File: src/hw/rtl/bmalloc_pkg.sv
`timescale 1ns / 1ps

package bmalloc_pkg;

  localparam int MAX_ENTRIES_DEF = 256;
  localparam int WORD_BITS_DEF   = 32;

  localparam int OP_W     = 3;
  localparam int IDX_W    = 8;
  localparam int CNT_W    = 9;
  localparam int STATUS_W = 2;
  // Bit positions reached by a scan stay below the count limit plus one word.
  localparam int BASE_W   = CNT_W + 1;

  localparam logic [CNT_W-1:0] CNT_RESET = 9'd256;

  localparam logic [OP_W-1:0] OP_GET   = 3'd0;
  localparam logic [OP_W-1:0] OP_SET   = 3'd1;
  localparam logic [OP_W-1:0] OP_CLEAR = 3'd2;
  localparam logic [OP_W-1:0] OP_WRITE = 3'd3;
  localparam logic [OP_W-1:0] OP_FILL  = 3'd4;
  localparam logic [OP_W-1:0] OP_FIND  = 3'd5;
  localparam logic [OP_W-1:0] OP_CLAIM = 3'd6;

  localparam logic [STATUS_W-1:0] STATUS_OK    = 2'd0;
  localparam logic [STATUS_W-1:0] STATUS_RANGE = 2'd1;
  localparam logic [STATUS_W-1:0] STATUS_NONE  = 2'd2;

  typedef struct packed {
    logic take;
    logic rd_single;
    logic exec_single;
    logic scan_run;
    logic clear_step;
    logic load_out;
  } dp_cmd_t;

  typedef struct packed {
    logic clear_last;
    logic op_scan;
    logic hit;
    logic scan_end;
  } dp_stat_t;

endpackage

File: src/hw/rtl/bmalloc_in_if.sv
`timescale 1ns / 1ps

interface bmalloc_in_if;
  import bmalloc_pkg::*;

  logic              valid;
  logic              ready;
  logic [OP_W-1:0]   operation;
  logic [IDX_W-1:0]  index;
  logic              value;
  logic              search_clear;

  modport source (output valid, operation, index, value, search_clear, input ready);
  modport sink   (input valid, operation, index, value, search_clear, output ready);
endinterface

File: src/hw/rtl/bmalloc_out_if.sv
`timescale 1ns / 1ps

interface bmalloc_out_if;
  import bmalloc_pkg::*;

  logic                valid;
  logic                ready;
  logic [STATUS_W-1:0] status;
  logic                bit_value;
  logic                changed;
  logic [IDX_W-1:0]    found_index;

  modport source (output valid, status, bit_value, changed, found_index, input ready);
  modport sink   (input valid, status, bit_value, changed, found_index, output ready);
endinterface

File: src/hw/rtl/bmalloc_ctrl.sv
`timescale 1ns / 1ps

module bmalloc_ctrl (
  input  logic                clk,
  input  logic                rst_n,
  input  logic                in_valid,
  output logic                in_ready,
  output logic                out_valid,
  input  logic                out_ready,
  input  bmalloc_pkg::dp_stat_t stat,
  output bmalloc_pkg::dp_cmd_t  cmd
);
  import bmalloc_pkg::*;

  localparam logic [2:0] S_CLEAR = 3'd0;
  localparam logic [2:0] S_IDLE  = 3'd1;
  localparam logic [2:0] S_RD    = 3'd2;
  localparam logic [2:0] S_EXEC  = 3'd3;
  localparam logic [2:0] S_SCAN  = 3'd4;
  localparam logic [2:0] S_DONE  = 3'd5;

  logic [2:0] state_r, state_nxt;
  logic       out_valid_r, out_valid_nxt;

  assign in_ready  = (state_r == S_IDLE);
  assign out_valid = out_valid_r;

  always_comb begin
    cmd           = '0;
    state_nxt     = state_r;
    out_valid_nxt = out_valid_r;
    if (out_valid_r && out_ready) begin
      out_valid_nxt = 1'b0;
    end
    case (state_r)
      S_CLEAR: begin
        cmd.clear_step = 1'b1;
        if (stat.clear_last) begin
          state_nxt = S_IDLE;
        end
      end
      S_IDLE: begin
        if (in_valid) begin
          cmd.take  = 1'b1;
          state_nxt = stat.op_scan ? S_SCAN : S_RD;
        end
      end
      S_RD: begin
        cmd.rd_single = 1'b1;
        state_nxt     = S_EXEC;
      end
      S_EXEC: begin
        cmd.exec_single = 1'b1;
        state_nxt       = S_DONE;
      end
      S_SCAN: begin
        cmd.scan_run = 1'b1;
        if (stat.hit || stat.scan_end) begin
          state_nxt = S_DONE;
        end
      end
      S_DONE: begin
        // The result waits here until the output register is free.
        if (!out_valid_r || out_ready) begin
          cmd.load_out  = 1'b1;
          out_valid_nxt = 1'b1;
          state_nxt     = S_IDLE;
        end
      end
      default: begin
        state_nxt = S_IDLE;
      end
    endcase
  end

  always_ff @(posedge clk) begin
    if (!rst_n) begin
      state_r     <= S_CLEAR;
      out_valid_r <= 1'b0;
    end else begin
      state_r     <= state_nxt;
      out_valid_r <= out_valid_nxt;
    end
  end

endmodule

File: src/hw/rtl/bmalloc_dp.sv
`timescale 1ns / 1ps

module bmalloc_dp #(
  parameter int MAX_ENTRIES = bmalloc_pkg::MAX_ENTRIES_DEF,
  parameter int WORD_BITS   = bmalloc_pkg::WORD_BITS_DEF
) (
  input  logic                             clk,
  input  logic                             rst_n,
  input  bmalloc_pkg::dp_cmd_t             cmd,
  output bmalloc_pkg::dp_stat_t            stat,
  input  logic                             cfg_we,
  input  logic [bmalloc_pkg::CNT_W-1:0]    cfg_wdata,
  input  logic [bmalloc_pkg::OP_W-1:0]     in_operation,
  input  logic [bmalloc_pkg::IDX_W-1:0]    in_index,
  input  logic                             in_value,
  input  logic                             in_search_clear,
  output logic [bmalloc_pkg::STATUS_W-1:0] out_status,
  output logic                             out_bit_value,
  output logic                             out_changed,
  output logic [bmalloc_pkg::IDX_W-1:0]    out_found_index
);
  import bmalloc_pkg::*;

  localparam int NUM_WORDS = (MAX_ENTRIES + WORD_BITS - 1) / WORD_BITS;
  localparam int WIDX_W    = (NUM_WORDS > 1) ? $clog2(NUM_WORDS) : 1;
  localparam int BIT_W     = $clog2(WORD_BITS);
  localparam int IDX_SPAN  = 1 << IDX_W;
  localparam int CNT_MAX   = (1 << CNT_W) - 1;
  localparam int LIM       = (MAX_ENTRIES < CNT_MAX) ? MAX_ENTRIES : CNT_MAX;
  localparam logic [CNT_W-1:0]  LIM_C   = CNT_W'(LIM);
  localparam logic [WIDX_W-1:0] LAST_W  = WIDX_W'(NUM_WORDS - 1);
  localparam logic [BASE_W-1:0] WORD_SZ = BASE_W'(WORD_BITS);

  // Configuration and the live entry count.
  logic [CNT_W-1:0]  cnt_r;
  logic [CNT_W-1:0]  live_n;
  logic [BASE_W-1:0] live_n_w;

  // Request fields held for the duration of an item.
  logic [OP_W-1:0]  op_r;
  logic [IDX_W-1:0] idx_r;
  logic             val_r;
  logic             sclr_r;

  // Word and bit position of every possible index.
  logic [WIDX_W-1:0] q_tab [IDX_SPAN];
  logic [BIT_W-1:0]  r_tab [IDX_SPAN];

  // Bitmap storage.
  logic [WORD_BITS-1:0] mem [NUM_WORDS];
  logic                 rd_en;
  logic [WIDX_W-1:0]    rd_addr;
  logic [WORD_BITS-1:0] rd_data_r;
  logic                 we;
  logic [WIDX_W-1:0]    wr_addr;
  logic [WORD_BITS-1:0] wr_data;

  // Clearing pass after reset.
  logic [WIDX_W-1:0] clr_ptr_r;

  // Scan pipeline: one word read per cycle, processed the cycle after.
  logic [WIDX_W-1:0]  rp_r;
  logic [BASE_W-1:0]  rbase_r;
  logic               dv_r;
  logic [WIDX_W-1:0]  pw_r;
  logic [BASE_W-1:0]  pb_r;
  logic [BIT_W:0]     plim_r;
  logic               issue;
  logic [BASE_W-1:0]  rem;
  logic [BIT_W:0]     plim_nxt;
  logic [WORD_BITS-1:0] mask;
  logic [WORD_BITS-1:0] cand;
  logic               want;
  logic [BIT_W-1:0]   ff;
  logic               hit;
  logic               scan_end;
  logic [BASE_W-1:0]  found_sum;

  // Single-entry path.
  logic [WIDX_W-1:0]    s_word;
  logic [BIT_W-1:0]     s_bit;
  logic                 s_in_range;
  logic                 s_old;
  logic                 s_nv;
  logic                 s_modify;
  logic [WORD_BITS-1:0] s_new_word;
  logic [WORD_BITS-1:0] fill_word;
  logic [WORD_BITS-1:0] claim_word;

  // Result of the item in progress.
  logic [STATUS_W-1:0] res_status_r;
  logic                res_bit_r;
  logic                res_chg_r;
  logic [IDX_W-1:0]    res_found_r;

  for (genvar g = 0; g < IDX_SPAN; g++) begin : g_tab
    assign q_tab[g] = WIDX_W'(g / WORD_BITS);
    assign r_tab[g] = BIT_W'(g % WORD_BITS);
  end

  assign live_n   = (cnt_r > LIM_C) ? LIM_C : cnt_r;
  assign live_n_w = BASE_W'(live_n);

  always_ff @(posedge clk) begin
    if (!rst_n) begin
      cnt_r <= CNT_RESET;
    end else if (cfg_we) begin
      cnt_r <= cfg_wdata;
    end
  end

  always_ff @(posedge clk) begin
    if (cmd.take) begin
      op_r   <= in_operation;
      idx_r  <= in_index;
      val_r  <= in_value;
      sclr_r <= in_search_clear;
    end
  end

  // Single-entry request.
  always_comb begin
    s_word     = q_tab[idx_r];
    s_bit      = r_tab[idx_r];
    s_in_range = CNT_W'(idx_r) < live_n;
    s_old      = rd_data_r[s_bit];
    case (op_r)
      OP_SET:   s_nv = 1'b1;
      OP_CLEAR: s_nv = 1'b0;
      default:  s_nv = val_r;
    endcase
    s_modify   = s_in_range &&
                 (op_r == OP_SET || op_r == OP_CLEAR || op_r == OP_WRITE);
    s_new_word = rd_data_r;
    s_new_word[s_bit] = s_nv;
  end

  // Scan over the words that hold live entries.
  always_comb begin
    issue = cmd.scan_run && (rbase_r < live_n_w);
    rem   = live_n_w - rbase_r;
    if (rem >= WORD_SZ) begin
      plim_nxt = (BIT_W + 1)'(WORD_BITS);
    end else begin
      plim_nxt = rem[BIT_W:0];
    end
    for (int j = 0; j < WORD_BITS; j++) begin
      mask[j] = (BIT_W + 1)'(j) < plim_r;
    end
    // A find with the selector low looks for a set entry; claim looks for clear.
    want = (op_r == OP_FIND) ? !sclr_r : 1'b0;
    cand = (want ? rd_data_r : ~rd_data_r) & mask;
    ff   = '0;
    for (int j = WORD_BITS - 1; j >= 0; j--) begin
      if (cand[j]) begin
        ff = BIT_W'(j);
      end
    end
    hit        = dv_r && (op_r != OP_FILL) && (|cand);
    scan_end   = !dv_r && !(rbase_r < live_n_w);
    found_sum  = pb_r + BASE_W'(ff);
    fill_word  = (rd_data_r & ~mask) | (val_r ? mask : '0);
    claim_word = rd_data_r;
    claim_word[ff] = 1'b1;
  end

  assign stat.clear_last = (clr_ptr_r == LAST_W);
  assign stat.op_scan    = (in_operation == OP_FILL) || (in_operation == OP_FIND) ||
                           (in_operation == OP_CLAIM);
  assign stat.hit        = hit;
  assign stat.scan_end   = scan_end;

  // Memory port selection.
  always_comb begin
    rd_en   = 1'b0;
    rd_addr = rp_r;
    if (cmd.rd_single) begin
      rd_en   = 1'b1;
      rd_addr = s_word;
    end else if (issue) begin
      rd_en = 1'b1;
    end

    we      = 1'b0;
    wr_addr = pw_r;
    wr_data = fill_word;
    if (cmd.clear_step) begin
      we      = 1'b1;
      wr_addr = clr_ptr_r;
      wr_data = '0;
    end else if (cmd.exec_single && s_modify) begin
      we      = 1'b1;
      wr_addr = s_word;
      wr_data = s_new_word;
    end else if (cmd.scan_run && dv_r && op_r == OP_FILL) begin
      we = 1'b1;
    end else if (cmd.scan_run && hit && op_r == OP_CLAIM) begin
      we      = 1'b1;
      wr_data = claim_word;
    end
  end

  always_ff @(posedge clk) begin
    if (we) begin
      mem[wr_addr] <= wr_data;
    end
    if (rd_en) begin
      rd_data_r <= mem[rd_addr];
    end
  end

  always_ff @(posedge clk) begin
    if (!rst_n) begin
      clr_ptr_r <= '0;
      dv_r      <= 1'b0;
    end else begin
      if (cmd.clear_step) begin
        clr_ptr_r <= clr_ptr_r + 1'b1;
      end
      if (cmd.take) begin
        dv_r <= 1'b0;
      end else begin
        dv_r <= issue;
      end
    end
  end

  always_ff @(posedge clk) begin
    if (cmd.take) begin
      rp_r    <= '0;
      rbase_r <= '0;
    end else if (issue) begin
      rp_r    <= rp_r + 1'b1;
      rbase_r <= rbase_r + WORD_SZ;
      pw_r    <= rp_r;
      pb_r    <= rbase_r;
      plim_r  <= plim_nxt;
    end
  end

  always_ff @(posedge clk) begin
    if (cmd.exec_single) begin
      res_status_r <= STATUS_OK;
      res_bit_r    <= 1'b0;
      res_chg_r    <= 1'b0;
      res_found_r  <= '0;
      if (op_r == OP_GET || op_r == OP_SET || op_r == OP_CLEAR || op_r == OP_WRITE) begin
        if (!s_in_range) begin
          res_status_r <= STATUS_RANGE;
        end else if (op_r == OP_GET) begin
          res_bit_r <= s_old;
        end else begin
          res_chg_r <= (s_old != s_nv);
        end
      end
    end else if (cmd.scan_run && hit) begin
      res_status_r <= STATUS_OK;
      res_bit_r    <= 1'b0;
      res_chg_r    <= (op_r == OP_CLAIM);
      res_found_r  <= found_sum[IDX_W-1:0];
    end else if (cmd.scan_run && scan_end) begin
      res_status_r <= (op_r == OP_FILL) ? STATUS_OK : STATUS_NONE;
      res_bit_r    <= 1'b0;
      res_chg_r    <= 1'b0;
      res_found_r  <= '0;
    end
  end

  always_ff @(posedge clk) begin
    if (cmd.load_out) begin
      out_status      <= res_status_r;
      out_bit_value   <= res_bit_r;
      out_changed     <= res_chg_r;
      out_found_index <= res_found_r;
    end
  end

endmodule

File: src/hw/rtl/bitmap_allocator_core.sv
`timescale 1ns / 1ps
// Get, set, clear, write and unused codes read the addressed word, then update it, then load
// the result once the output register is free. Fill, find and claim read one memory word per
// cycle and stop at the first hit or after a pass over the live words, which number
// ceil(min(entry_count, MAX_ENTRIES)/WORD_BITS), 8 by default. Each next word is taken in the
// cycle after the result is loaded. Reset (synchronous, rst_n low) clears all NUM_WORDS words
// (8 by default) one word per cycle, during which no word is accepted.

module bitmap_allocator_core #(
  parameter int MAX_ENTRIES = bmalloc_pkg::MAX_ENTRIES_DEF,
  parameter int WORD_BITS   = bmalloc_pkg::WORD_BITS_DEF
) (
  input  logic                          clk,
  input  logic                          rst_n,
  input  logic                          cfg_we,
  input  logic [bmalloc_pkg::CNT_W-1:0] cfg_wdata,
  bmalloc_in_if.sink                    in_ch,
  bmalloc_out_if.source                 out_ch
);
  import bmalloc_pkg::*;

  dp_cmd_t  cmd;
  dp_stat_t stat;

  bmalloc_ctrl u_ctrl (
    .clk       (clk),
    .rst_n     (rst_n),
    .in_valid  (in_ch.valid),
    .in_ready  (in_ch.ready),
    .out_valid (out_ch.valid),
    .out_ready (out_ch.ready),
    .stat      (stat),
    .cmd       (cmd)
  );

  bmalloc_dp #(
    .MAX_ENTRIES (MAX_ENTRIES),
    .WORD_BITS   (WORD_BITS)
  ) u_dp (
    .clk             (clk),
    .rst_n           (rst_n),
    .cmd             (cmd),
    .stat            (stat),
    .cfg_we          (cfg_we),
    .cfg_wdata       (cfg_wdata),
    .in_operation    (in_ch.operation),
    .in_index        (in_ch.index),
    .in_value        (in_ch.value),
    .in_search_clear (in_ch.search_clear),
    .out_status      (out_ch.status),
    .out_bit_value   (out_ch.bit_value),
    .out_changed     (out_ch.changed),
    .out_found_index (out_ch.found_index)
  );

  // A new result never overwrites one that has not been taken.
  a_no_overwrite: assert property (@(posedge clk) disable iff (!rst_n)
    cmd.load_out |-> (!out_ch.valid || out_ch.ready))
    else $error("result register overwritten");

  // Only one word is in the block at a time.
  a_one_in_flight: assert property (@(posedge clk) disable iff (!rst_n)
    (in_ch.valid && in_ch.ready) |=> !in_ch.ready)
    else $error("second word accepted while busy");

  // A failed request changes nothing and reports no index.
  a_fail_clean: assert property (@(posedge clk) disable iff (!rst_n)
    (out_ch.valid && out_ch.status != STATUS_OK) |->
      (!out_ch.changed && !out_ch.bit_value && out_ch.found_index == '0))
    else $error("failed request reports a change or an index");

  // The clearing pass keeps the input closed.
  a_clear_closed: assert property (@(posedge clk) disable iff (!rst_n)
    cmd.clear_step |-> !in_ch.ready)
    else $error("word accepted during clearing pass");

endmodule

File: src/flat_wrapper.sv
// flat-port wrapper written by rule: the top's interface ports become plain ports
module bitmap_allocator_core_flat import bmalloc_pkg::*;
#(
  parameter int MAX_ENTRIES = bmalloc_pkg::MAX_ENTRIES_DEF,
  parameter int WORD_BITS   = bmalloc_pkg::WORD_BITS_DEF
)
  (clk, rst_n, cfg_we, cfg_wdata, in_ch_valid, in_ch_operation, in_ch_index, in_ch_value, in_ch_search_clear, in_ch_ready, out_ch_valid, out_ch_status, out_ch_bit_value, out_ch_changed, out_ch_found_index, out_ch_ready);
  bmalloc_in_if in_ch_i ();
  bmalloc_out_if out_ch_i ();
  input  logic clk;
  input  logic rst_n;
  input  logic cfg_we;
  input  logic [bmalloc_pkg::CNT_W-1:0] cfg_wdata;
  input wire logic [$bits(in_ch_i.valid)-1:0] in_ch_valid;
  input wire logic [$bits(in_ch_i.operation)-1:0] in_ch_operation;
  input wire logic [$bits(in_ch_i.index)-1:0] in_ch_index;
  input wire logic [$bits(in_ch_i.value)-1:0] in_ch_value;
  input wire logic [$bits(in_ch_i.search_clear)-1:0] in_ch_search_clear;
  output wire logic [$bits(in_ch_i.ready)-1:0] in_ch_ready;
  output wire logic [$bits(out_ch_i.valid)-1:0] out_ch_valid;
  output wire logic [$bits(out_ch_i.status)-1:0] out_ch_status;
  output wire logic [$bits(out_ch_i.bit_value)-1:0] out_ch_bit_value;
  output wire logic [$bits(out_ch_i.changed)-1:0] out_ch_changed;
  output wire logic [$bits(out_ch_i.found_index)-1:0] out_ch_found_index;
  input wire logic [$bits(out_ch_i.ready)-1:0] out_ch_ready;
  assign in_ch_i.valid = in_ch_valid;
  assign in_ch_i.operation = in_ch_operation;
  assign in_ch_i.index = in_ch_index;
  assign in_ch_i.value = in_ch_value;
  assign in_ch_i.search_clear = in_ch_search_clear;
  assign in_ch_ready = in_ch_i.ready;
  assign out_ch_valid = out_ch_i.valid;
  assign out_ch_status = out_ch_i.status;
  assign out_ch_bit_value = out_ch_i.bit_value;
  assign out_ch_changed = out_ch_i.changed;
  assign out_ch_found_index = out_ch_i.found_index;
  assign out_ch_i.ready = out_ch_ready;
  bitmap_allocator_core #(.MAX_ENTRIES(MAX_ENTRIES), .WORD_BITS(WORD_BITS)) u_core (.clk(clk), .rst_n(rst_n), .cfg_we(cfg_we), .cfg_wdata(cfg_wdata), .in_ch(in_ch_i), .out_ch(out_ch_i));
endmodule
File: config.mk
export PLATFORM = sky130hd
export DESIGN_NAME = bitmap_allocator_core_flat
export DESIGN_NICKNAME = d
export VERILOG_FILES = /design/src/hw/rtl/bmalloc_pkg.sv /design/src/hw/rtl/bmalloc_in_if.sv /design/src/hw/rtl/bmalloc_out_if.sv /design/src/hw/rtl/bmalloc_ctrl.sv /design/src/hw/rtl/bmalloc_dp.sv /design/src/hw/rtl/bitmap_allocator_core.sv /design/src/flat_wrapper.sv
export SDC_FILE = /design/constraint.sdc
export NUM_CORES = 1
export LEC_CHECK = 0
export BUFFER_PORTS_ARGS = -buffer_cell sky130_fd_sc_hd__buf_2
export CORE_ASPECT_RATIO = 0.7
export CORE_MARGIN = 10
export CORE_UTILIZATION = 35
export CTS_CLUSTER_SIZE = 25
export DETAILED_ROUTE_END_ITERATION = 8
export GPL_ROUTABILITY_DRIVEN = 0
export PLACE_DENSITY = 0.49
export RECOVER_POWER = 100
export SYNTH_ARGS = -nofsm -noshare
export SYNTH_HDL_FRONTEND = slang
export SYNTH_HIERARCHICAL = 1
export SYNTH_SLANG_ARGS = --single-unit
File: constraint.sdc
create_clock -name clk -period 7.9 [get_ports clk]
set_input_delay 1.185 -clock clk [delete_from_list [all_inputs] [get_ports clk]]
set_output_delay 1.185 -clock clk [all_outputs]
set_load 0.02 [all_outputs]
==> key figures <==
Die
  • Core area: roughly 50000 um2
  • Die Height: about 210 um
  • Starting Density: between 30 and 40%
  • Width of the die: 288.8 um
  • I/O pins: just over 40
  • Placement Rows: between 60 and 70
  • Die area: approximately 60000 um2

Critical path
  • Most Frequent Cell on Critical Path: o21ai_0
  • CP required: 8.04 ns
  • CP Depth: 10
  • Slowest stage delay, CP: roughly 1.4 ns
  • Startpoint Class: register
  • Critical Path Slowest Stage Cell: nor3b_1
  • Worst-case reg-to-reg path depth: 10
  • CP Cell Sequence: ha_1 -> o21ai_0 -> o21ai_0 -> a211oi_1 -> o31a_1 -> buf_4 -> mux2i_1 -> o21ai_0 -> nor3b_1 -> clkbuf_2
  • Critical Path End Type: register
  • CP bufs+invs: 2
  • R2R Setup Slk: about 1.6 ns
  • Critical path class: reg2reg
  • Crit Path Max Fanout: 27
  • Largest delay share family, worst path: compound AO/OA/AOI/OAI gates
  • Reg2Reg Launch Point: u_core/u_dp/idx_r[1]
  • Endpoint arrival time on the critical path: around 6.4 ns
  • Reg2reg end: u_core/u_dp/mem[3][3]

Global routing
  • Initial antenna violation count: 0
  • GR Layer Usage met2: 21.49%
  • Grt total ovfl: 0
  • Met3 Use GR: between 4 and 5%
  • Vias in the first global route: approximately 11k
  • M1 GR Usage: between 20% and 30%
  • First-pass GRT wire length: about 74 mm
  • Largest net degree at the start of global routing: 65
  • Busiest grt layer: met1
  • GRT Total Usage: between 10% and 20%

Route
  • Initial detailed-routing violation count: 1361
  • Post-Route WL: approximately 50 mm
  • Routed WL per cell: 25.09 um
  • Vias: between 10k and 15k
  • Antenna violation net count after detailed routing: 0
  • Via-to-Cell Ratio: ~5.7
  • Router iterations before antenna repair: 6
  • Residual DRC: 0

Power
  • Clock Power Share: about two fifths
  • Reg power frac: a little over half
  • Logic pwr share: 8.8%
  • Power Internal: between 3 and 4 mW
  • Pwr Total: between 4 and 5 mW
  • Switch share: 22.51%
  • Max VDD drop: 147.4 uV
  • Psw: 948.4 uW
  • Leakage: roughly 6.6 nW
  • P per Cell Area: 214.9 nW/um2

STA
  • Final Max Slew Viols: about 270
  • RSZ-0062 raised after global routing: no
  • Final Hold Vio Count: 0
  • Clock Skews: ~0.028 ns
  • Highest clock rate: between 0.15 and 0.2 GHz
  • Final setup margin: approximately 1.6 ns
  • Hold slack: roughly 0.43 ns
  • Worst-Margin Slew: approximately 4.5 ns
  • Setup TNS: 0 ns
  • Tmin final: 6.259 ns
  • Final setup fails: 0
  • Relative slew slack: -203.0%
  • Final Cycle Share: between 70% and 80%

Clock network
  • Clock root cell: clkbuf_16
  • Clock-pin slew on the worst setup and hold paths: around 0.060 ns
  • Worst-skew pair later-pin latency: 0.54 ns
  • Num CTS Buffers: 37
  • Clock buffer depth: 3
  • CTS tree: built
  • CTS resizes: 0
  • Htree depth: 2
  • Setup Fix Bufs, Post-CTS: 0
  • Clock tree sinks: about 360
  • CTS hold repair buffers: 0

Logic synthesis
  • Most common flop cell mapped by yosys: edfxtp_1
  • Most common cell in the netlist: edfxtp_1
  • Synth top cells by count: edfxtp_1, nor2_1, mux4_2, mux2i_1, nand2_1
  • Synth warn: 6
  • Library cells used by synthesis: 94
  • Synth top area share: ~56%
  • Syn Std Cell Area: 17700 um2
  • Gate Count Post-Synth: about 1.3k
  • Synth async-reset ratio: 0%
  • Synth area leader: edfxtp_1
  • Post-synthesis net count: 1298
  • Register bit total from synthesis: roughly 360
  • Area contributors post-synth: edfxtp_1, mux4_2, dfxtp_1
  • Post-synth EDFFs: ~330
  • Sequential-to-total area share from yosys stat: about three fifths
  • Synth Area per Inst: between 10 and 15 um2

Final layout
  • P&R area growth vs syn: 10.77%
  • Post-layout util: 39.47%
  • Final #Nets: ~1.3k
  • Ant diodes: 0
  • Design Area, Final: between 15000 and 20000 um2
  • Layout cell share with drive strength beyond 1: about 17%
  • Fin cells: a little under 2k

Worst hold path
  • WHS Path Cells: 0
  • Hold Path Class: reg2reg
  • Hold path startpoint: u_core/u_dp/res_bit_r
  • Hold Path Sink: u_core/u_dp/out_bit_value

Place
  • IO Port Bufs: 40
  • Dpl ws: roughly 2.8 ns
  • Dpl cells: between 1.5k and 2k
  • Final HPWL DP: 32.40 mm
  • Placement Cell Area: between 15000 and 20000 um2

Status
  • Failing checks: max-capacitance violations, max-slew violations
  • Outcome: complete, but fails checks

Job
  • Number of max-cap violations: 10
power groups by stage:
| stage | Combinational [mW] | Sequential, mW | Clock, mW |
|---|---|---|---|
| CTS | 0.372 | 2.19 | 1.70 |
| global route | 0.403 | 2.20 | 1.79 |
| finish | 0.371 | 2.19 | 1.65 |
| detailed placement | 0.368 | 2.23 | 0 |
| floorplan | 0.252 | 2.22 | 0 |
| global placement | 0.367 | 2.23 | 0 |
logic make-up after synthesis:
kind of cell | count (synthesis) | share of synthesized area (%)
muxes | 175 | 15.31
DFF | 362 | 59.54
buffers and inverters | 109 | 2.778
adders and majority gates | 16 | 1.173
and+or+nand+nor | 313 | 9.372
xor gates and xnor gates | 26 | 1.286
AOI/OAI and AO/OA | 254 | 10.55
cell usage in the layout, fill, tap and decap left out, types with 26 or more instances in the layout:
master,count
a21oi_1,56
dfxtp_1,33
clkbuf_1,46
nor2_1,80
o21ai_0,43
mux2i_1,57
mux2_2,34
nor3_1,26
mux4_2,72
clkbuf_16,39
edfxtp_1,329
nand2_1,61
sequential cells by signal, indices dropped and copies added, names as in the netlist:
| name | flops |
|---|---|
| u_core/u_ctrl/out_valid | 1 |
| u_core/u_ctrl/state_r | 3 |
| u_core/u_dp/clr_ptr_r | 3 |
| u_core/u_dp/cnt_r | 9 |
| u_core/u_dp/dv_r | 1 |
| u_core/u_dp/idx_r | 8 |
| u_core/u_dp/mem | 256 |
| u_core/u_dp/op_r | 3 |
| u_core/u_dp/out_bit_value | 1 |
| u_core/u_dp/out_changed | 1 |
| u_core/u_dp/out_found_index | 8 |
| u_core/u_dp/out_status | 2 |
| u_core/u_dp/pb_r | 3 |
| u_core/u_dp/plim_r | 6 |
| u_core/u_dp/pw_r | 3 |
| u_core/u_dp/rbase_r | 5 |
| u_core/u_dp/rd_data_r | 32 |
| u_core/u_dp/res_bit_r | 1 |
| u_core/u_dp/res_chg_r | 1 |
| u_core/u_dp/res_found_r | 8 |
| u_core/u_dp/res_status_r | 2 |
| u_core/u_dp/rp_r | 3 |
| u_core/u_dp/sclr_r | 1 |
| u_core/u_dp/val_r | 1 |
final cells by class:
| type | count | area, um2 |
|---|---|---|
| Fill cell | 4644 | 30080 |
| Sequential cell | 362 | 10540 |
| Multi-Input combinational cell | 784 | 6655 |
| Clock buffer | 52 | 1045 |
| Tap cell | 665 | 832.0 |
| Timing Repair Buffer | 72 | 364.1 |
| Inverter | 24 | 90.09 |
| Clock inverter | 14 | 83.83 |
layer usage:
layer | wire length, um | share of wire (%)
met4 | 764 | 1.5
met2 | 19700 | 40
met5 | 0 | 0
met3 | 4087 | 8.3
met1 | 24960 | 50
how the worst max path moves through the flow:
stage                                        end  slack [ns]                 start
after detailed placement   u_core/u_dp/mem[3][3]        2.83  u_core/u_dp/idx_r[1]
after CTS                  u_core/u_dp/mem[3][3]        2.78  u_core/u_dp/idx_r[1]
after global placement    u_core/u_dp/mem[3][25]        2.90  u_core/u_dp/idx_r[1]
final                      u_core/u_dp/mem[3][3]        1.64  u_core/u_dp/idx_r[1]
after global routing      u_core/u_dp/mem[2][11]        1.30  u_core/u_dp/idx_r[1]
after floorplan            u_core/u_dp/mem[4][0]        2.18  u_core/u_dp/cnt_r[8]
Power figures use the tool's default switching activity.
